`src/rtl/ste_pkg.sv`:
```
// Shared types, codes and a helper function for the symbol table engine.
// No dependencies; ste_ctrl and symbol_table_engine import this package.
package ste_pkg;

    localparam int LABEL_BYTES = 20;
    localparam int LABEL_W     = 8 * LABEL_BYTES;
    localparam int IN_DATA_W   = 176;
    localparam int OUT_DATA_W  = 184;
    localparam int INDEX_W     = 6;
    localparam int ADDR_OUT_W  = 16;

    typedef enum logic [1:0] {
        OP_INSERT = 2'd0,
        OP_SEARCH = 2'd1,
        OP_MODIFY = 2'd2,
        OP_DUMP   = 2'd3
    } op_t;

    typedef enum logic [2:0] {
        ST_INSERTED  = 3'd0,
        ST_DUPLICATE = 3'd1,
        ST_FULL      = 3'd2,
        ST_FOUND     = 3'd3,
        ST_NOT_FOUND = 3'd4,
        ST_MODIFIED  = 3'd5,
        ST_ENTRY     = 3'd6,
        ST_EMPTY     = 3'd7
    } status_t;

    typedef struct packed {
        logic                  last;
        logic [ADDR_OUT_W-1:0] address;
        logic [LABEL_W-1:0]    label;
        logic [INDEX_W-1:0]    index;
        status_t               status;
    } result_t;

    // Clears every byte after the first zero byte, so labels compare like strings.
    function automatic logic [LABEL_W-1:0] normalize_label(input logic [LABEL_W-1:0] raw);
        logic [LABEL_W-1:0] cleaned;
        logic               ended;
        cleaned = raw;
        ended   = 1'b0;
        for (int i = 0; i < LABEL_BYTES; i++)
        begin
            if (ended)
            begin
                cleaned[8*i +: 8] = 8'h00;
            end
            else if (raw[8*i +: 8] == 8'h00)
            begin
                ended = 1'b1;
            end
        end
        return cleaned;
    endfunction

endpackage

```
`src/rtl/ste_ctrl.sv`:
```
// Sequencer of the symbol table engine: scans the entry memory, decides each
// request and produces its results. Depends on ste_pkg and drives ste_store.
module ste_ctrl #(
    parameter int TABLE_DEPTH = 64,
    parameter int ADDR_BITS   = 16,
    parameter int CNT_W       = 7,
    parameter int IDX_W       = 6
) (
    input  logic                                 clk,
    input  logic                                 rst_n,
    input  logic                                 in_valid,
    output logic                                 in_ready,
    input  ste_pkg::op_t                         in_op,
    input  logic [ste_pkg::IN_DATA_W-1:0]        in_data,
    input  logic                                 out_free,
    output logic                                 res_load,
    output ste_pkg::result_t                     res,
    output logic                                 mem_rd_en,
    output logic [IDX_W-1:0]                     mem_rd_idx,
    input  logic [ste_pkg::LABEL_W+ADDR_BITS-1:0] mem_rd_data,
    output logic                                 mem_wr_en,
    output logic [IDX_W-1:0]                     mem_wr_idx,
    output logic [ste_pkg::LABEL_W+ADDR_BITS-1:0] mem_wr_data
);
    import ste_pkg::*;

    localparam int DUMP_MAX = (TABLE_DEPTH < 64) ? TABLE_DEPTH : 64;

    typedef enum logic [3:0] {
        S_IDLE = 4'b0001,
        S_SCAN = 4'b0010,
        S_DUMP = 4'b0100,
        S_RESP = 4'b1000
    } state_t;

    state_t                 state_reg, state_next;
    logic [CNT_W-1:0]       count_reg, count_next;
    logic [CNT_W-1:0]       rd_idx_reg, rd_idx_next;
    logic [CNT_W-1:0]       cmp_idx_reg, cmp_idx_next;
    logic                   pend_reg, pend_next;
    logic                   hit_reg, hit_next;
    op_t                    op_reg, op_next;
    logic [LABEL_W-1:0]     label_reg, label_next;
    logic [ADDR_BITS-1:0]   addr_reg, addr_next;

    logic [LABEL_W-1:0]     rd_label;
    logic [ADDR_BITS-1:0]   rd_addr;
    logic                   match;
    logic                   hit;
    logic                   issue;
    logic                   dump_load;
    logic [CNT_W-1:0]       dump_lim;

    function automatic logic [ADDR_BITS-1:0] to_store_addr(input logic [ADDR_OUT_W-1:0] a);
        logic [ADDR_BITS+ADDR_OUT_W-1:0] ext;
        ext = {{ADDR_BITS{1'b0}}, a};
        return ext[ADDR_BITS-1:0];
    endfunction

    function automatic logic [ADDR_OUT_W-1:0] to_out_addr(input logic [ADDR_BITS-1:0] a);
        logic [ADDR_BITS+ADDR_OUT_W-1:0] ext;
        ext = {{ADDR_OUT_W{1'b0}}, a};
        return ext[ADDR_OUT_W-1:0];
    endfunction

    function automatic logic [INDEX_W-1:0] to_index(input logic [CNT_W-1:0] i);
        logic [CNT_W+INDEX_W-1:0] ext;
        ext = {{INDEX_W{1'b0}}, i};
        return ext[INDEX_W-1:0];
    endfunction

    assign rd_label = mem_rd_data[LABEL_W-1:0];
    assign rd_addr  = mem_rd_data[LABEL_W +: ADDR_BITS];
    assign match    = (rd_label == label_reg);
    assign in_ready = (state_reg == S_IDLE);
    assign dump_lim = (count_reg > CNT_W'(DUMP_MAX)) ? CNT_W'(DUMP_MAX) : count_reg;

    always_comb
    begin
        state_next   = state_reg;
        count_next   = count_reg;
        rd_idx_next  = rd_idx_reg;
        cmp_idx_next = cmp_idx_reg;
        pend_next    = pend_reg;
        hit_next     = hit_reg;
        op_next      = op_reg;
        label_next   = label_reg;
        addr_next    = addr_reg;
        hit          = 1'b0;
        issue        = 1'b0;
        dump_load    = 1'b0;
        mem_rd_en    = 1'b0;
        mem_rd_idx   = rd_idx_reg[IDX_W-1:0];
        mem_wr_en    = 1'b0;
        mem_wr_idx   = cmp_idx_reg[IDX_W-1:0];
        mem_wr_data  = {addr_reg, label_reg};
        res_load     = 1'b0;
        res          = '0;

        unique case (state_reg)
            S_IDLE:
            begin
                if (in_valid)
                begin
                    op_next     = in_op;
                    label_next  = normalize_label(in_data[LABEL_W-1:0]);
                    addr_next   = to_store_addr(in_data[LABEL_W +: ADDR_OUT_W]);
                    rd_idx_next = '0;
                    pend_next   = 1'b0;
                    hit_next    = 1'b0;
                    if (count_reg == '0)
                    begin
                        state_next = S_RESP;
                    end
                    else if (in_op == OP_DUMP)
                    begin
                        state_next = S_DUMP;
                    end
                    else
                    begin
                        state_next = S_SCAN;
                    end
                end
            end

            S_SCAN:
            begin
                // One entry is read per cycle; the compare works on the previous read.
                hit   = pend_reg && match;
                issue = !hit && (rd_idx_reg < count_reg);
                if (issue)
                begin
                    mem_rd_en    = 1'b1;
                    rd_idx_next  = rd_idx_reg + CNT_W'(1);
                    cmp_idx_next = rd_idx_reg;
                end
                pend_next = issue;
                if (hit)
                begin
                    hit_next   = 1'b1;
                    state_next = S_RESP;
                end
                else if (rd_idx_reg == count_reg)
                begin
                    hit_next   = 1'b0;
                    state_next = S_RESP;
                end
            end

            S_DUMP:
            begin
                // A new read is issued only when the previous entry has been sent,
                // so the read register holds the entry across an output stall.
                dump_load = pend_reg && out_free;
                issue     = (!pend_reg || dump_load) && (rd_idx_reg < dump_lim);
                if (issue)
                begin
                    mem_rd_en    = 1'b1;
                    rd_idx_next  = rd_idx_reg + CNT_W'(1);
                    cmp_idx_next = rd_idx_reg;
                    pend_next    = 1'b1;
                end
                else if (dump_load)
                begin
                    pend_next = 1'b0;
                end
                if (dump_load)
                begin
                    res_load    = 1'b1;
                    res.status  = ST_ENTRY;
                    res.index   = to_index(cmp_idx_reg);
                    res.label   = rd_label;
                    res.address = to_out_addr(rd_addr);
                    res.last    = (rd_idx_reg == dump_lim);
                    if (rd_idx_reg == dump_lim)
                    begin
                        state_next = S_IDLE;
                    end
                end
            end

            S_RESP:
            begin
                if (out_free)
                begin
                    res_load   = 1'b1;
                    res.last   = 1'b1;
                    state_next = S_IDLE;
                    unique case (op_reg)
                        OP_INSERT:
                        begin
                            if (hit_reg)
                            begin
                                res.status  = ST_DUPLICATE;
                                res.index   = to_index(cmp_idx_reg);
                                res.label   = rd_label;
                                res.address = to_out_addr(rd_addr);
                            end
                            else if (count_reg == CNT_W'(TABLE_DEPTH))
                            begin
                                res.status = ST_FULL;
                            end
                            else
                            begin
                                mem_wr_en   = 1'b1;
                                mem_wr_idx  = count_reg[IDX_W-1:0];
                                count_next  = count_reg + CNT_W'(1);
                                res.status  = ST_INSERTED;
                                res.index   = to_index(count_reg);
                                res.label   = label_reg;
                                res.address = to_out_addr(addr_reg);
                            end
                        end
                        OP_SEARCH:
                        begin
                            if (hit_reg)
                            begin
                                res.status  = ST_FOUND;
                                res.index   = to_index(cmp_idx_reg);
                                res.label   = rd_label;
                                res.address = to_out_addr(rd_addr);
                            end
                            else
                            begin
                                res.status = ST_NOT_FOUND;
                            end
                        end
                        OP_MODIFY:
                        begin
                            if (hit_reg)
                            begin
                                // The stored label equals the request label, so the
                                // whole entry is rewritten in one go.
                                mem_wr_en   = 1'b1;
                                res.status  = ST_MODIFIED;
                                res.index   = to_index(cmp_idx_reg);
                                res.label   = label_reg;
                                res.address = to_out_addr(addr_reg);
                            end
                            else
                            begin
                                res.status = ST_NOT_FOUND;
                            end
                        end
                        OP_DUMP:
                        begin
                            res.status = ST_EMPTY;
                        end
                        default:
                        begin
                            res.status = ST_NOT_FOUND;
                        end
                    endcase
                end
            end

            default:
            begin
                state_next = S_IDLE;
            end
        endcase
    end

    always_ff @(posedge clk or negedge rst_n)
    begin
        if (!rst_n)
        begin
            state_reg   <= S_IDLE;
            count_reg   <= '0;
            rd_idx_reg  <= '0;
            cmp_idx_reg <= '0;
            pend_reg    <= 1'b0;
            hit_reg     <= 1'b0;
        end
        else
        begin
            state_reg   <= state_next;
            count_reg   <= count_next;
            rd_idx_reg  <= rd_idx_next;
            cmp_idx_reg <= cmp_idx_next;
            pend_reg    <= pend_next;
            hit_reg     <= hit_next;
        end
    end

    always_ff @(posedge clk)
    begin
        op_reg    <= op_next;
        label_reg <= label_next;
        addr_reg  <= addr_next;
    end

`ifndef SYNTHESIS
    a_count_bound: assert property (@(posedge clk) disable iff (!rst_n)
        count_reg <= CNT_W'(TABLE_DEPTH))
        else $error("entry count exceeds table depth");

    a_no_rd_wr: assert property (@(posedge clk) disable iff (!rst_n)
        !(mem_rd_en && mem_wr_en))
        else $error("memory read and write in the same cycle");

    a_rd_written: assert property (@(posedge clk) disable iff (!rst_n)
        mem_rd_en |-> (rd_idx_reg < count_reg))
        else $error("read of an entry that was never written");

    a_last_ends: assert property (@(posedge clk) disable iff (!rst_n)
        (res_load && res.last) |=> (state_reg == S_IDLE))
        else $error("final result did not return the sequencer to idle");
`endif

endmodule

```
`config.mk`:
```
export PLATFORM = sky130hd
export DESIGN_NAME = ste_ctrl
export DESIGN_NICKNAME = d
export VERILOG_FILES = /design/src/rtl/ste_pkg.sv /design/src/rtl/ste_ctrl.sv
export SDC_FILE = /design/constraint.sdc
export NUM_CORES = 1
export LEC_CHECK = 0
export ABC_CLOCK_PERIOD_IN_PS = 7300
export BUFFER_PORTS_ARGS = -buffer_cell sky130_fd_sc_hd__buf_2
export CORE_AREA = 2 2 290 292
export CTS_BUF_LIST = sky130_fd_sc_hd__clkbuf_16
export DETAILED_ROUTE_END_ITERATION = 10
export DIE_AREA = 0 0 292 294
export GPL_ROUTABILITY_DRIVEN = 0
export GPL_TIMING_DRIVEN = 0
export PLACE_DENSITY = 0.39
export SLEW_MARGIN = 40
export SYNTH_ARGS = -nofsm -noshare
export SYNTH_HDL_FRONTEND = slang
export SYNTH_SLANG_ARGS = --single-unit
export TNS_END_PERCENT = 5
```
`constraint.sdc`:
```
create_clock -name clk -period 7.3 [get_ports clk]
set_input_delay 1.46 -clock clk [delete_from_list [all_inputs] [get_ports clk]]
set_output_delay 1.46 -clock clk [all_outputs]
set_load 0.01 [all_outputs]
```
==> impl_metrics.yaml <==
sta:
  min_period_ns: 6.59
  hold_viol_final: 0
  timing.final.max_slew_violations: 0
  skew_ns: 0.0236
  max_freq_mhz: 152
  final.period_utilization_pct: 90.3
  setup_violations: 0
  tightest_slew_ns: 0.905
  rsz0062_at_grt: "false"
  finalSetupTns_ns: 0
  slew_headroom_pct: 39.7
cells_and_area:
  final_common_cell: "buf_2"
  syn2layout_area_growth_pct: 49.1
  largest_reg_flops: 160
  fin_area_mm2: 0.0191
  drive_above_1_share_pct: 41.7
  finalNetCount: 2365
  final_util_pct: 23.1
  final_cell_mix: "buf_2 (739), a22o_1 (185), edfxtp_1 (178), and2_1 (115), inv_1 (74)"
worst_setup_path:
  required_ns: 5.84
  crit_arrival_ns: 5.13
  cp_max_fo: 10
  worst-setup-path-type: "input port to primary output"
  endpoint_kind: "primary output"
  cp-start-kind: "input port"
power_and_ir_drop:
  p_total_mw: 4.81
  static-leakage-power_nw: 8.58
  p_per_area_mw_per_mm2: 251
  worst_ir_drop_vdd_v: 0.000177
clock_network:
  cts_setup_buffers: 0
  cts_root_buffer: "clkbuf_16"
  htree_levels: 1
  clkSinkCount: 204
  cts.reportedPaths.clkPinSlew_ns: 0.05
  holdBufCountCts: 0
  clk_latency_ns: 0.60
  cts_buffers: 29
  cts_tree: "done"
  cts_resized: 0
  clockBufferDepth: 3
status:
  status: "finished clean"
floorplan:
  io_pins: 736
  fp.dieW_um: 292
  core-area_mm2: 0.0829
  std_cell_rows: 106
  die_h_um: 294
  start_util_pct: 15.5
  die-area_mm2: 0.0858
placement:
  dp_hpwl_um: 91200
  dpl-instance-area_mm2: 0.0182
  numPortBuffers: 735
drt:
  wl_per_cell_um: 34.3
  via_count: 14400
  drt_iter0_markers: 1154
  routed_wirelength_um: 107000
  avgViaCountPerCell: 4.63
  drcViolationCount: 0
  ant_nets: 0
  first_pass_iters: 6
logic_synthesis:
  synth_cell_types: 61
  ys_async_sr_fraction_pct: 12.7
  syn_avg_cell_area_um2: 10.5
  syn_area_mm2: 0.0128
  syn_inst: 1216
  ys_seq_elements: 204
  synth_edf_count: 178
  ys.flop_type: "edfxtp_1"
  yosysWarnings: 0
  yosysSeqAreaShare_pct: 46.8
  postSynthNetCount: 1590
global_routing:
  grtUsageTotal_pct: 23.5
  grt_pass1_vias: 14500
  grt-ovfl-total: 0
  grt_pass1_wl_um: 135000
  grt_max_degree: 73
  antenna_found_initial: 36
hold_path:
  hp-class: "flip-flop to flip-flop"
run:
  cap_violations: 0
final timing paths:
check	from	end	slack, ns	cells past startpoint
worst min register to register	cmp_idx_reg[0]$_DFFE_PN0P_	cmp_idx_reg[0]$_DFFE_PN0P_	0.54	1
max in group asynchronous	rst_n	rd_idx_reg[3]$_DFFE_PN0P_	5.97	1
worst min-delay path	cmp_idx_reg[0]$_DFFE_PN0P_	cmp_idx_reg[0]$_DFFE_PN0P_	0.54	1
worst max-delay path	mem_rd_data[58]	mem_rd_en	0.71	10
worst max register to register	label_reg[58]$_SDFFCE_PP0P_	cmp_idx_reg[5]$_DFFE_PN0P_	2.92	8
min in group asynchronous	rst_n	cmp_idx_reg[0]$_DFFE_PN0P_	0.90	1
cell type report:
cell class	instances	area, um2
fillers	9146	63800
multi-input cells	885	6420
flip-flops and latches	204	6000
repair buffers	744	3880
well taps	1080	1350
clock buffers	29	726
inverters	73	282
plain buffers	54	253
clock inverters	24	166
diodes	14	35.0
report_power, final:
part	leakage, nW	internal (mW)	switching [mW]	total, mW
registers	1.98	1.59	0.393	1.98
clock network	0.451	0.786	0.611	1.40
logic	6.15	0.497	0.928	1.42
stage by stage:
step	setup WS, ns	cells	hold slack (ns)
2_1_floorplan	1.61	1216	0.502
3_3_place_gp	-0.976	3031	0.517
3_5_place_dp	0.685	3040	0.521
4_1_cts	0.677	3093	0.535
5_1_grt	0.469	3095	0.557
6_report	0.707	3107	0.539
logic make-up after synthesis:
| group | count (synthesis) | share of synthesized area, % |
|---|---|---|
| compound gates | 294 | 18.9 |
| xor+xnor | 82 | 5.60 |
| fa+ha+maj | 16 | 1.56 |
| buf+inv | 127 | 3.89 |
| flops | 204 | 46.8 |
| mux | 10 | 0.839 |
| simple gates | 483 | 22.4 |
worst max-delay path, stage by stage:
cell	delay [ns]
buf_2	0.11
xnor2_1	0.56
nand4_1	0.48
nor4_1	0.68
nand4_1	0.42
or3_1	0.49
o21a_2	0.26
a21oi_4	0.40
inv_1	0.10
buf_2	0.16
synthesized netlist by cell type (3+ instances only):
cell type / number / area share (%)
a211o_1: 3 / 0.21
o21ai_0: 19 / 0.74
mux2i_1: 4 / 0.31
a22o_1: 185 / 13
o2111ai_1: 13 / 0.89
xor2_1: 34 / 2.3
nand3_1: 11 / 0.43
edfxtp_1: 178 / 42
and3_1: 42 / 2.0
o22ai_1: 19 / 0.93
and2_1: 115 / 5.6
a2111o_1: 10 / 0.88
clkbuf_1: 43 / 1.3
nand2_1: 47 / 1.4
or4_1: 12 / 0.70
xnor2_1: 48 / 3.3
mux2_2: 6 / 0.53
nor3_1: 12 / 0.47
a21oi_1: 13 / 0.51
buf_4: 6 / 0.35
nor4b_1: 3 / 0.21
nand4_1: 35 / 1.7
nand2b_1: 62 / 3.0
a221oi_1: 3 / 0.21
nand3b_1: 3 / 0.18
or3_1: 3 / 0.15
dfrtp_1: 25 / 4.9
buf_1: 5 / 0.15
o211ai_1: 5 / 0.29
a21boi_1: 3 / 0.18
nor2b_1: 43 / 2.1
nor4_1: 58 / 2.8
inv_1: 72 / 2.1
a21o_1: 4 / 0.23
nor2_1: 25 / 0.73
ha_1: 16 / 1.6
per-layer routing:
layer	part of all wire (%)	global-route usage [%]
met5	0.20	0
met3	7.9	5.60
met1	42	29.9
met4	2.1	4.75
met2	48	40.3
No activity file was read; power rests on OpenSTA's default activity.
